`src/hw/rtl/mfe_pkg.sv`:
```
// Shared types and constants of the metaball field evaluator.
package mfe_pkg;
    localparam int MaxBalls  = 16;
    localparam int SlotBits  = $clog2(MaxBalls);
    localparam int IndexBits = 8;
    localparam int CoordBits = 24;
    localparam int RadBits   = 16;
    localparam int ResBits   = 16;
    localparam int CountBits = $clog2(MaxBalls + 1);
    localparam int EntryBits = 3 * CoordBits + RadBits;
    localparam int DiffBits  = IndexBits + ResBits + 2;
    localparam int SqBits    = 2 * DiffBits;
    localparam int D2Bits    = SqBits + 2;
    localparam int DistBits  = (D2Bits + 1) / 2;
    localparam int NumBits   = RadBits + 16;
    localparam int AccBits   = 32 + CountBits + 1;

    localparam logic [1:0] CfgResolution = 2'd0;
    localparam logic [1:0] CfgBallCount  = 2'd1;

    typedef struct packed {
        logic                        mode;
        logic [3:0]                  ball_slot;
        logic signed [CoordBits-1:0] center_x;
        logic signed [CoordBits-1:0] center_y;
        logic signed [CoordBits-1:0] center_z;
        logic [RadBits-1:0]          ball_radius;
        logic signed [IndexBits-1:0] index_x;
        logic signed [IndexBits-1:0] index_y;
        logic signed [IndexBits-1:0] index_z;
    } t_in;

    typedef struct packed {
        logic [31:0] isovalue;
        logic        saturated;
    } t_out;

    typedef struct packed {
        logic load_point;   // latch grid point (indices times resolution)
        logic clear_acc;
        logic diff;         // entry data to differences
        logic sq_start;     // begin axis-square sequence
        logic sq_step;
        logic sqrt_start;
        logic sqrt_step;
        logic div_start;
        logic div_step;
        logic accum;
    } t_cmd;

    typedef struct packed {
        logic sq_done;
        logic sqrt_done;
        logic div_done;
    } t_sts;
endpackage

```
`src/hw/rtl/mfe_ram.sv`:
```
// Generic single-port-write RAM with registered read.
module mfe_ram #(
    parameter int Width = 8,
    parameter int Depth = 16
) (
    input  logic                     i_clk,
    input  logic                     i_we,
    input  logic [$clog2(Depth)-1:0] i_waddr,
    input  logic [Width-1:0]         i_wdata,
    input  logic [$clog2(Depth)-1:0] i_raddr,
    output logic [Width-1:0]         o_rdata
);
    logic [Width-1:0] r_mem [Depth];
    logic [Width-1:0] r_rdata;

    always_ff @(posedge i_clk) begin
        if (i_we) begin
            r_mem[i_waddr] <= i_wdata;
        end
        r_rdata <= r_mem[i_raddr];
    end

    assign o_rdata = r_rdata;
endmodule

```
`src/hw/rtl/mfe_datapath.sv`:
```
// Datapath: grid point, squared distance, square root, divider and accumulator.
module mfe_datapath (
    input  logic                            i_clk,
    input  mfe_pkg::t_cmd                   i_cmd,
    output mfe_pkg::t_sts                   o_sts,
    input  logic [mfe_pkg::ResBits-1:0]     i_resolution,
    input  mfe_pkg::t_in                    i_item,
    input  logic [mfe_pkg::EntryBits-1:0]   i_entry,
    output logic [31:0]                     o_isovalue,
    output logic                            o_saturated
);
    localparam int DB = mfe_pkg::DiffBits;
    localparam int QB = mfe_pkg::SqBits;
    localparam int D2 = mfe_pkg::D2Bits;
    localparam int SB = mfe_pkg::DistBits;
    localparam int NB = mfe_pkg::NumBits;
    localparam int AB = mfe_pkg::AccBits;
    localparam int CB = mfe_pkg::CoordBits;
    localparam int RB = mfe_pkg::RadBits;
    localparam int IB = mfe_pkg::IndexBits;
    localparam int PB = IB + mfe_pkg::ResBits + 1;

    logic signed [PB-1:0] r_px, r_py, r_pz;
    logic signed [DB-1:0] r_dx, r_dy, r_dz;
    logic [RB-1:0]        r_rad;
    logic [1:0]           r_axis;
    logic [D2-1:0]        r_d2;
    logic [D2-1:0]        r_rem;
    logic [SB-1:0]        r_root;
    logic [5:0]           r_cnt;
    logic [NB-1:0]        r_quo;
    logic [SB:0]          r_drem;
    logic [AB-1:0]        r_acc;
    logic                 r_sat;
    logic                 r_sq_done, r_sqrt_done, r_div_done;

    logic signed [DB-1:0] sel_diff;
    logic [DB-1:0]        abs_diff;
    logic [QB-1:0]        prod;
    logic [D2+1:0]        trial;
    logic [D2+1:0]        rem_sh;
    logic [SB+1:0]        dtrial;

    always_comb begin
        case (r_axis)
            2'd0:    sel_diff = r_dx;
            2'd1:    sel_diff = r_dy;
            default: sel_diff = r_dz;
        endcase
        abs_diff = sel_diff[DB-1] ? DB'(-sel_diff) : DB'(sel_diff);
        prod = QB'(abs_diff) * QB'(abs_diff);
        // Restoring square root, one result bit a step.
        rem_sh = {r_rem, r_d2[D2-1 -: 2]};
        trial  = (D2+2)'({r_root, 2'b01});
        // Restoring division, one quotient bit a step.
        dtrial = {r_drem, r_quo[NB-1]} - (SB+2)'(r_root);
    end

    always_ff @(posedge i_clk) begin
        r_sq_done <= 1'b0;
        r_sqrt_done <= 1'b0;
        r_div_done <= 1'b0;
        if (i_cmd.load_point) begin
            r_px <= PB'(i_item.index_x) * $signed({1'b0, i_resolution});
            r_py <= PB'(i_item.index_y) * $signed({1'b0, i_resolution});
            r_pz <= PB'(i_item.index_z) * $signed({1'b0, i_resolution});
        end
        if (i_cmd.clear_acc) begin
            r_acc <= '0;
            r_sat <= 1'b0;
        end
        if (i_cmd.diff) begin
            r_dx <= DB'(r_px) - DB'($signed(i_entry[RB+3*CB-1 -: CB]));
            r_dy <= DB'(r_py) - DB'($signed(i_entry[RB+2*CB-1 -: CB]));
            r_dz <= DB'(r_pz) - DB'($signed(i_entry[RB+CB-1 -: CB]));
            r_rad <= i_entry[RB-1:0];
        end
        if (i_cmd.sq_start) begin
            r_axis <= 2'd0;
            r_d2 <= '0;
        end else if (i_cmd.sq_step) begin
            r_d2 <= r_d2 + D2'(prod);
            r_axis <= r_axis + 2'd1;
            r_sq_done <= (r_axis == 2'd2);
        end
        if (i_cmd.sqrt_start) begin
            r_rem <= '0;
            r_root <= '0;
            r_cnt <= 6'(SB - 1);
        end else if (i_cmd.sqrt_step) begin
            r_d2 <= {r_d2[D2-3:0], 2'b00};
            if (rem_sh >= trial) begin
                r_rem <= D2'(rem_sh - trial);
                r_root <= {r_root[SB-2:0], 1'b1};
            end else begin
                r_rem <= D2'(rem_sh);
                r_root <= {r_root[SB-2:0], 1'b0};
            end
            r_cnt <= r_cnt - 6'd1;
            r_sqrt_done <= (r_cnt == 6'd0);
        end
        if (i_cmd.div_start) begin
            r_quo <= {r_rad, 16'd0};
            r_drem <= '0;
            r_cnt <= 6'(NB - 1);
        end else if (i_cmd.div_step) begin
            if (!dtrial[SB+1]) begin
                r_drem <= dtrial[SB:0];
                r_quo <= {r_quo[NB-2:0], 1'b1};
            end else begin
                r_drem <= {r_drem[SB-1:0], r_quo[NB-1]};
                r_quo <= {r_quo[NB-2:0], 1'b0};
            end
            r_cnt <= r_cnt - 6'd1;
            r_div_done <= (r_cnt == 6'd0);
        end
        if (i_cmd.accum) begin
            if (r_root == '0) begin
                r_acc <= r_acc + AB'(32'hFFFF_FFFF);
                r_sat <= 1'b1;
            end else begin
                r_acc <= r_acc + AB'(r_quo);
            end
        end
    end

    assign o_sts = '{sq_done: r_sq_done, sqrt_done: r_sqrt_done, div_done: r_div_done};
    assign o_isovalue = (r_acc > AB'(32'hFFFF_FFFF)) ? 32'hFFFF_FFFF : r_acc[31:0];
    assign o_saturated = r_sat || (r_acc > AB'(32'hFFFF_FFFF));
endmodule

```
`src/hw/rtl/mfe_ctrl.sv`:
```
// Controller: sequences ball loads and the per-ball evaluation steps.
module mfe_ctrl (
    input  logic                            i_clk,
    input  logic                            i_rst_n,
    input  logic                            i_in_valid,
    output logic                            o_in_stall,
    input  logic                            i_mode,
    input  logic [mfe_pkg::CountBits-1:0]   i_ball_count,
    output logic [mfe_pkg::SlotBits-1:0]    o_raddr,
    output mfe_pkg::t_cmd                   o_cmd,
    input  mfe_pkg::t_sts                   i_sts,
    output logic                            o_out_valid,
    input  logic                            i_out_stall
);
    typedef enum logic [3:0] {
        S_IDLE, S_READ, S_WAIT, S_DIFF, S_SQ, S_SQRT, S_DIV, S_ACC, S_OUT
    } t_state;

    localparam int CB = mfe_pkg::CountBits;
    localparam int SL = mfe_pkg::SlotBits;

    t_state        r_state, n_state;
    logic [CB-1:0] r_idx, n_idx, r_num, n_num;
    logic          r_out_valid, n_out_valid;
    logic          accept;

    assign accept = i_in_valid && !o_in_stall;
    assign o_in_stall = (r_state != S_IDLE) || r_out_valid;
    assign o_raddr = r_idx[SL-1:0];

    always_comb begin
        n_state = r_state;
        n_idx = r_idx;
        n_num = r_num;
        n_out_valid = r_out_valid;
        o_cmd = '0;
        if (r_out_valid && !i_out_stall) begin
            n_out_valid = 1'b0;
        end
        unique case (r_state)
            S_IDLE: begin
                if (accept && i_mode) begin
                    o_cmd.load_point = 1'b1;
                    o_cmd.clear_acc = 1'b1;
                    n_idx = '0;
                    n_num = (i_ball_count > CB'(mfe_pkg::MaxBalls))
                          ? CB'(mfe_pkg::MaxBalls) : i_ball_count;
                    n_state = S_READ;
                end
            end
            S_READ: begin
                if (r_idx == r_num) begin
                    n_state = S_OUT;
                end else begin
                    n_state = S_WAIT;
                end
            end
            S_WAIT: n_state = S_DIFF;
            S_DIFF: begin
                o_cmd.diff = 1'b1;
                o_cmd.sq_start = 1'b1;
                n_state = S_SQ;
            end
            S_SQ: begin
                o_cmd.sq_step = 1'b1;
                if (i_sts.sq_done) begin
                    o_cmd.sq_step = 1'b0;
                    o_cmd.sqrt_start = 1'b1;
                    n_state = S_SQRT;
                end
            end
            S_SQRT: begin
                o_cmd.sqrt_step = 1'b1;
                if (i_sts.sqrt_done) begin
                    o_cmd.sqrt_step = 1'b0;
                    o_cmd.div_start = 1'b1;
                    n_state = S_DIV;
                end
            end
            S_DIV: begin
                o_cmd.div_step = 1'b1;
                if (i_sts.div_done) begin
                    o_cmd.div_step = 1'b0;
                    n_state = S_ACC;
                end
            end
            S_ACC: begin
                o_cmd.accum = 1'b1;
                n_idx = r_idx + CB'(1);
                n_state = S_READ;
            end
            S_OUT: begin
                n_out_valid = 1'b1;
                n_state = S_IDLE;
            end
            default: n_state = S_IDLE;
        endcase
    end

    always_ff @(posedge i_clk) begin
        if (!i_rst_n) begin
            r_state <= S_IDLE;
            r_idx <= '0;
            r_num <= '0;
            r_out_valid <= 1'b0;
        end else begin
            r_state <= n_state;
            r_idx <= n_idx;
            r_num <= n_num;
            r_out_valid <= n_out_valid;
        end
    end

    assign o_out_valid = r_out_valid;
endmodule

```
`src/hw/rtl/metaball_field_evaluator.sv`:
```
// Top level of the metaball field evaluator: table, controller and datapath.
//
//  Channel  | Signals                          | Beat
//  ---------+----------------------------------+--------------------------------
//  input    | i_in_valid, o_in_stall, i_in     | one load or evaluate item
//  output   | o_out_valid, i_out_stall, o_out  | one isovalue per evaluate item
//  config   | i_cfg_we, i_cfg_index, i_cfg_data| one register write
//
// A load beat writes its table entry in the cycle it is accepted and the block
// is free again at once. An evaluate beat has its result offered once every
// active ball has passed through the table read and differences, the squared
// distance, the bit-serial square root, the bit-serial divider and the
// accumulation, in that order.
// Reset is synchronous and active low; it clears control state and configuration registers.
// The input is stalled while an evaluation runs or its result waits to be taken.
module metaball_field_evaluator (
    input  logic                          i_clk,
    input  logic                          i_rst_n,
    input  logic                          i_in_valid,
    output logic                          o_in_stall,
    input  mfe_pkg::t_in                  i_in,
    output logic                          o_out_valid,
    input  logic                          i_out_stall,
    output mfe_pkg::t_out                 o_out,
    input  logic                          i_cfg_we,
    input  logic [1:0]                    i_cfg_index,
    input  logic [15:0]                   i_cfg_data
);
    logic [mfe_pkg::ResBits-1:0]   r_resolution;
    logic [mfe_pkg::CountBits-1:0] r_ball_count;
    logic [mfe_pkg::SlotBits-1:0]  raddr;
    logic [mfe_pkg::EntryBits-1:0] entry;
    mfe_pkg::t_cmd                 cmd;
    mfe_pkg::t_sts                 sts;
    logic                          load_we;

    // Configuration registers.
    always_ff @(posedge i_clk) begin
        if (!i_rst_n) begin
            r_resolution <= 16'd1638;
            r_ball_count <= '0;
        end else if (i_cfg_we) begin
            unique case (i_cfg_index)
                mfe_pkg::CfgResolution: r_resolution <= i_cfg_data;
                mfe_pkg::CfgBallCount:  r_ball_count <= i_cfg_data[mfe_pkg::CountBits-1:0];
                default: ;
            endcase
        end
    end

    // A load beat goes straight into the ball table.
    assign load_we = i_in_valid && !o_in_stall && !i_in.mode;

    mfe_ram #(
        .Width(mfe_pkg::EntryBits),
        .Depth(mfe_pkg::MaxBalls)
    ) u_table (
        .i_clk  (i_clk),
        .i_we   (load_we),
        .i_waddr(i_in.ball_slot[mfe_pkg::SlotBits-1:0]),
        .i_wdata({i_in.center_x, i_in.center_y, i_in.center_z, i_in.ball_radius}),
        .i_raddr(raddr),
        .o_rdata(entry)
    );

    mfe_ctrl u_ctrl (
        .i_clk       (i_clk),
        .i_rst_n     (i_rst_n),
        .i_in_valid  (i_in_valid),
        .o_in_stall  (o_in_stall),
        .i_mode      (i_in.mode),
        .i_ball_count(r_ball_count),
        .o_raddr     (raddr),
        .o_cmd       (cmd),
        .i_sts       (sts),
        .o_out_valid (o_out_valid),
        .i_out_stall (i_out_stall)
    );

    mfe_datapath u_dp (
        .i_clk       (i_clk),
        .i_cmd       (cmd),
        .o_sts       (sts),
        .i_resolution(r_resolution),
        .i_item      (i_in),
        .i_entry     (entry),
        .o_isovalue  (o_out.isovalue),
        .o_saturated (o_out.saturated)
    );
endmodule

```
`config.mk`:
```
export PLATFORM = sky130hd
export DESIGN_NAME = metaball_field_evaluator
export DESIGN_NICKNAME = d
export VERILOG_FILES = /design/src/hw/rtl/mfe_pkg.sv /design/src/hw/rtl/mfe_ram.sv /design/src/hw/rtl/mfe_datapath.sv /design/src/hw/rtl/mfe_ctrl.sv /design/src/hw/rtl/metaball_field_evaluator.sv
export SDC_FILE = /design/constraint.sdc
export NUM_CORES = 2
export LEC_CHECK = 0
export ABC_AREA = 1
export BUFFER_PORTS_ARGS = -buffer_cell sky130_fd_sc_hd__buf_2
export CAP_MARGIN = 20
export CORE_MARGIN = 10
export CORE_UTILIZATION = 45
export CTS_CLUSTER_DIAMETER = 100
export DETAILED_ROUTE_END_ITERATION = 8
export GPL_TIMING_DRIVEN = 0
export PLACE_DENSITY = 0.68
export SLEW_MARGIN = 20
export SYNTH_ARGS = -nofsm -noshare
export SYNTH_HDL_FRONTEND = slang
export SYNTH_SLANG_ARGS = --single-unit
export TNS_END_PERCENT = 50
```
`constraint.sdc`:
```
create_clock -name i_clk -period 24.3 [get_ports i_clk]
set_clock_uncertainty 0.2 [all_clocks]
set_input_delay 3.645 -clock i_clk [delete_from_list [all_inputs] [get_ports i_clk]]
set_output_delay 3.645 -clock i_clk [all_outputs]
set_load 0.02 [all_outputs]
```
# ---- Yosys cells after proc, flatten, opt, wreduce, memory -nomap -nowiden
# Memory sizes are Yosys's and may differ from the RTL's. A register that Yosys moved wholly into a read port is not among the register bits.
# Cells that the tools add are included.
dict set report word_totals {
  reg_bits 450
  ramBits 1408
  in_bits 140
  out_inout_bits 35
  n_memories 1
}
# name depth word_bits read_ports rd_clocked_by_memory_dff wr line_no
set mem_list {}
lappend mem_list {u_table.r_mem 16 88 1 1 1 mfe_ram.sv:13} ;# logic [Width-1:0] r_mem [Depth];
dict set report classes {
  add_sub_neg 12
  multipliers 4
  magnitude_cmp 3
  eq_ne 16
  mux 45
  n_bitwise 3
  reduce_logical 28
}
# op count
set op_table {}
lappend op_table {{2-to-1 mux 54 bit} 5}
lappend op_table {{2-to-1 mux 38 bit} 3}
lappend op_table {{2-to-1 mux 32 bit} 3}
lappend op_table {{subtractor 25 x 24 -> 26 bit} 3}
lappend op_table {{multiplier 8 x 17 -> 25 bit} 3}
lappend op_table {{greater-or-equal comparator 56 x 29 -> 1 bit} 1}
lappend op_table {{adder 54 x 52 -> 54 bit} 1}
lappend op_table {{subtractor 54 x 29 -> 54 bit} 1}
lappend op_table {{multiplier 26 x 26 -> 52 bit} 1}
lappend op_table {{one-hot mux 26 bit (2 select lines)} 1}
lappend op_table {{adder 38 x 32 -> 38 bit} 1}
lappend op_table {{adder 38 x 32 -> 38 bit, second input constant} 1}
lappend op_table {{> comparator 38 x 32 -> 1 bit, second input constant} 1}
lappend op_table {{one-hot mux 4 bit (8 select lines)} 1}
lappend op_table {{subtractor 29 x 27 -> 29 bit} 1}
lappend op_table {{2-to-1 mux 28 bit} 1}
lappend op_table {{logical NOT 27 bit} 1}
lappend op_table {{2-to-1 mux 26 bit} 1}
lappend op_table {{negation 26 bit} 1}
lappend op_table {{2-to-1 mux 4 bit} 5}
lappend op_table {{2-to-1 mux 6 bit} 3}
lappend op_table {{equality test 4 x 3 -> 1 bit, second input constant} 4}
lappend op_table {{2-to-1 mux 2 bit} 7}
lappend op_table {{2-to-1 mux 1 bit} 12}
lappend op_table {{26 further kinds} 49}

# ---- Logic depth before layout (Yosys ltp)
dict set report logic_depth {
  word_depth 10
  ltp_mapped 48
  mapped_depth_nobuf 45
}

# ---- Modules after synthesis
# Synthesis repeated with hierarchy kept, for this count alone.
dict set report hier_totals {
  hier_cells 14829
  hier_area_um2 127539.8
}
# mod n_inst cells_per_inst area_per_inst_um2 seq_area_each_um2
set modules_own_cells {}
lappend modules_own_cells {mfe_datapath 1 8782 64018.9 10520.1}
lappend modules_own_cells {mfe_ram 1 5778 61704.2 44042.2}
lappend modules_own_cells {mfe_ctrl 1 143 909.6 300.3}
lappend modules_own_cells {metaball_field_evaluator 1 126 907.1 420.4}

# ---- Worst setup path after synthesis
# OpenSTA, ideal clock, no wires.
dict set report synth_timing {
  path_kind {input to register}
  from {input i_in_valid}
  to {register u_dp.r_acc[0] (enable)}
  setup_ns 0.394
  arrival_ns 8.434
  t_required_ns 23.706
  setup_slack_ns 15.272
  path_stages 4
  cell_sequence {nand2_1 nor2_1 nor2_1 inv_1}
}
# element line_no
set synth_rtl {}
lappend synth_rtl {{start: declaration} metaball_field_evaluator.sv:19} ;# input logic i_in_valid,
lappend synth_rtl {{end signal: assignment} mfe_datapath.sv:119} ;# r_acc <= r_acc + AB'(32'hFFFF_FFFF);
lappend synth_rtl {{end signal: assignment} mfe_datapath.sv:122} ;# r_acc <= r_acc + AB'(r_quo);
lappend synth_rtl {{end: declaration} mfe_datapath.sv:33} ;# logic [AB-1:0] r_acc;

# ---- Final worst setup path
dict set report layout_timing {
  from {register u_dp.r_axis[0]}
  to {register u_dp.r_d2[40]}
}
dict set report layout_via {
  elab_chain_len 10
  word_cells_on_any_way 11
  classes_between {2 x add/sub; 1 x mul; 1 x eq/ne; 6 x mux; 1 x reduce/logical}
}
# element line_no
set layout_rtl {}
lappend layout_rtl {{start: declaration} mfe_datapath.sv:26} ;# logic [1:0] r_axis;
lappend layout_rtl {{start signal: assignment} mfe_datapath.sv:83} ;# r_axis <= r_axis + 2'd1;
lappend layout_rtl {{equality test 2 x 1 -> 1 bit or logical NOT 2 bit (tied branches)} mfe_datapath.sv:45} ;# case (r_axis)
lappend layout_rtl {{one-hot mux 26 bit (2 select lines) *} mfe_datapath.sv:45}
lappend layout_rtl {{negation 26 bit} mfe_datapath.sv:50} ;# abs_diff = sel_diff[DB-1] ? DB'(-sel_diff) : DB'(sel_diff);
lappend layout_rtl {{2-to-1 mux 26 bit *} mfe_datapath.sv:50}
lappend layout_rtl {{multiplier 26 x 26 -> 52 bit *} mfe_datapath.sv:51} ;# prod = QB'(abs_diff) * QB'(abs_diff);
lappend layout_rtl {{adder 54 x 52 -> 54 bit *} mfe_datapath.sv:82} ;# r_d2 <= r_d2 + D2'(prod);
lappend layout_rtl {{2-to-1 mux 54 bit *} mfe_datapath.sv:81} ;# end else if (i_cmd.sq_step) begin
lappend layout_rtl {{2-to-1 mux 54 bit *} mfe_datapath.sv:78} ;# if (i_cmd.sq_start) begin
lappend layout_rtl {{2-to-1 mux 54 bit} mfe_datapath.sv:90} ;# end else if (i_cmd.sqrt_step) begin
lappend layout_rtl {{2-to-1 mux 54 bit *} mfe_datapath.sv:86} ;# if (i_cmd.sqrt_start) begin
lappend layout_rtl {{end signal: assignment} mfe_datapath.sv:82}
lappend layout_rtl {{end signal: assignment} mfe_datapath.sv:91} ;# r_d2 <= {r_d2[D2-3:0], 2'b00};
lappend layout_rtl {{end: declaration} mfe_datapath.sv:27} ;# logic [D2-1:0] r_d2;
# Every way passes the cells marked *; elsewhere a longest branch is shown, timed or not.
# A chain may end at the register's enable or synchronous reset.

==> summary.txt <==
Drt
  • 1st-iter DRT viols: between 9000 and 10000
  • Routed Antenna Nets: 0
  • First-pass iteration count of the detailed router: 6
  • Routed wire per std cell: 23.2 µm
  • DRC errors left: 0
  • Via Count: 91700
  • WL final: 387 mm
  • Vias per cell: 5.49

CTS
  • Clock transition at path regs: 0.06 ns
  • CTS tree: done
  • Clock Tree Root: clkbuf_16
  • Post-CTS Setup Inserts: 0
  • Clock Sinks: slightly below 2000
  • Htree depth: 4
  • CTS Buf Count: roughly 210
  • Max Root-Sink Buffers: 4
  • CTS Hold Bufs: 0
  • Skew-Pair Late Insertion Delay: 0.93 ns
  • Post-cts resize count: 0

Place
  • Port Buffer Count: 153
  • Area after DPL: 129000 µm²
  • Hpwl dp: 293 mm
  • RePlAce Congestion: 0.969
  • Dpl ws: 12.72 ns

Synthesis
  • Avg Cell Area, Syn: 9.77 µm²
  • Ys async rst share: 0%
  • Post-synth EDFFs: 1631
  • FF+latch count, synth: 1946
  • Top-area cell type share of the netlist area: 40.3%
  • Yosys top cell by area: edfxtp_1
  • Synthesized instance count: 12400
  • Area contributors post-synth: edfxtp_1 (40%), fa_1 (14%), inv_1 (7.7%)
  • Distinct cells, synth: 60
  • Ys Warns: 0
  • Cell Area, Synth: 122000 µm²
  • Post-synthesis sequential area ratio: a little under half
  • Synth Flop Type: edfxtp_1

Floorplanning
  • Core area: 268000 µm²
  • Die H: about 540 µm
  • Die X: 540 µm
  • Die Area: a little under 300000 µm²
  • I/O pin count: between 150 and 200
  • Initial Util: 45.3%
  • Row count: 190

Worst setup path
  • Worst EP required: 24.81 ns
  • Slowest stage delay, CP: 0.67 ns
  • Worst R2R Setup Slack: 12.92 ns
  • Reg2reg start: u_dp.r_axis[0]$_SDFFE_PP0P_
  • CP Capture Type: flip-flop
  • Worst setup path class: reg2reg
  • Arrival @ worst endpoint: 11.89 ns
  • Startpoint Class: flip-flop
  • CP Max Fanout: 10
  • Critical path's slowest cell: a21oi_2
  • Crit. Startpoint: u_dp.r_axis[0]$_SDFFE_PP0P_

Timing
  • Normalized max-slew margin: 12.2%
  • Setup TNS: 0 ns
  • Max Slew Vio Count: 0
  • Final-report hold violation count: 0
  • Final period util: 46.8%
  • RSZ-0062 raised after global routing: no
  • Slack of the critical path: between 10 and 15 ns
  • Fin crit period: between 10 and 15 ns
  • Final setup viols: 0
  • Fmax: between 80 and 90 MHz
  • Worst-Margin Slew: 1.32 ns

Cells and area
  • Synthesis-to-layout area growth: 11.9%
  • Commonest non-fill, non-tap cell in the layout: inv_1
  • Highest-count cells in the layout ignoring fill and taps: inv_1 (2489), nand2_1 (2134), edfxtp_1 (1631), a21oi_1 (836), fa_1 (824)
  • Nets: 14400
  • Finished layout cell area: about 140000 µm²
  • Layout cell share with drive strength beyond 1: 6.18%
  • Core Util, Final: 50.7%

Global route
  • Met2 GRT Util: 41.0%
  • Vias in the first global route: 90100
  • Antenna violations before repair: 59
  • Pin count of the biggest net entering global routing: 29
  • Gr ovfl total: 0
  • GR Util met3: 5.02%
  • Total GRT Usage: 25.6%
  • Met1 usage: approximately a third
  • Layer with the highest usage: met2
  • First-pass GRT wire length: 567 mm

Min path
  • Min-delay worst type: reg2reg
  • Hold Path Origin: u_table.o_rdata[1]$_DFF_P_

Job
  • MaxCap Viol Count: 0

Status
  • Status: finished clean
==> through the flow <==
step,hold WS [ns],instances
finish,0.202,16700
global route,0.212,16700
CTS,0.202,16600
detailed placement,0.189,16300
global placement,0.188,16200
floorplan,0.186,12500
==> synthesized netlist by cell type (22+ instances only) <==
master,count
dfxtp_1,315
o21bai_1,44
nand3b_1,22
o21ai_0,801
xnor2_1,76
o211ai_1,371
a21oi_1,836
o21a_1,27
nand4_1,86
nand2_1,2134
edfxtp_1,1631
buf_2,76
fa_1,824
clkbuf_1,350
ha_1,538
mux2i_1,354
inv_1,2490
nand3_1,383
xor2_1,120
nor2_1,628
nor3_1,57
o22ai_1,22
a21o_1,26
==> kinds of logic (layout without fill, tap and decap cells) <==
logic type	count (synthesis)	in the layout	share of synthesized area, %
AND/OR/NAND/NOR	3404	3404	11.5
buffers and inverters	2992	3619	9.47
AO/OA/AOI/OAI	2193	2193	10.1
flip-flops	1946	1946	45.5
adder cells (fa/ha/maj)	1362	1362	19.1
multiplexers	354	354	2.91
XOR/XNOR	196	196	1.41
other	2	59	0.00618
==> per-layer routing <==
| metal | vias to the layer above | wire length, µm |
|---|---|---|
| met3 | 937 | 37600 |
| met5 | - | 134 |
| li1 | 41700 | - |
| met4 | 20 | 23100 |
| met1 | 44300 | 149000 |
| met2 | 4704 | 177000 |
==> flip-flops by register name, summed over array words and instances, names as in the netlist, 5 cells and up <==
register	cells
u_dp.r_drem	28
u_dp.r_acc	38
u_dp.r_pz	25
u_ctrl.r_idx	5
u_dp.r_quo	32
r_resolution	16
u_dp.r_d2	54
u_table.r_mem	1408
u_dp.r_rad	16
u_dp.r_dx	26
u_dp.r_root	27
r_ball_count	5
u_dp.r_rem	54
u_dp.r_py	25
u_table.o_rdata	88
u_dp.r_dy	26
u_ctrl.r_num	5
u_dp.r_cnt	6
u_dp.r_px	25
u_dp.r_dz	26
==> worst max-delay path, delay by kind of cell, from the launching register on <==
family | cells | cell delay [ns]
xor gates and xnor gates | 1 | 0.29
AOI/OAI and AO/OA | 1 | 0.67
and+or+nand+nor | 17 | 2.53
buffers and inverters | 13 | 2.55
DFF | 1 | 0.35
adders and majority gates | 10 | 4.61
==> cell type report <==
| class | instances | area [µm²] |
|---|---|---|
| fillers | 24000 | 132000 |
| flip-flops and latches | 1946 | 55300 |
| multi-input cells | 7530 | 55000 |
| inverters | 2512 | 9430 |
| clock buffers | 268 | 5860 |
| well taps | 3552 | 4440 |
| repair buffers | 245 | 2780 |
| plain buffers | 480 | 2110 |
| clock inverters | 114 | 1090 |
| diodes | 38 | 95.1 |
==> final timing paths <==
path	endpoint	cells past startpoint
worst max-delay path	u_dp.r_d2[40]$_DFF_P_	42
worst min-delay path	u_dp.r_rad[1]$_DFFE_PP_	0
worst max register to register	u_dp.r_d2[40]$_DFF_P_	42
worst min register to register	u_dp.r_rad[1]$_DFFE_PP_	0
Power is left out: the tool's default activity adds up to more than one toggle a clock period on the data nets, which glitch-free logic cannot reach.
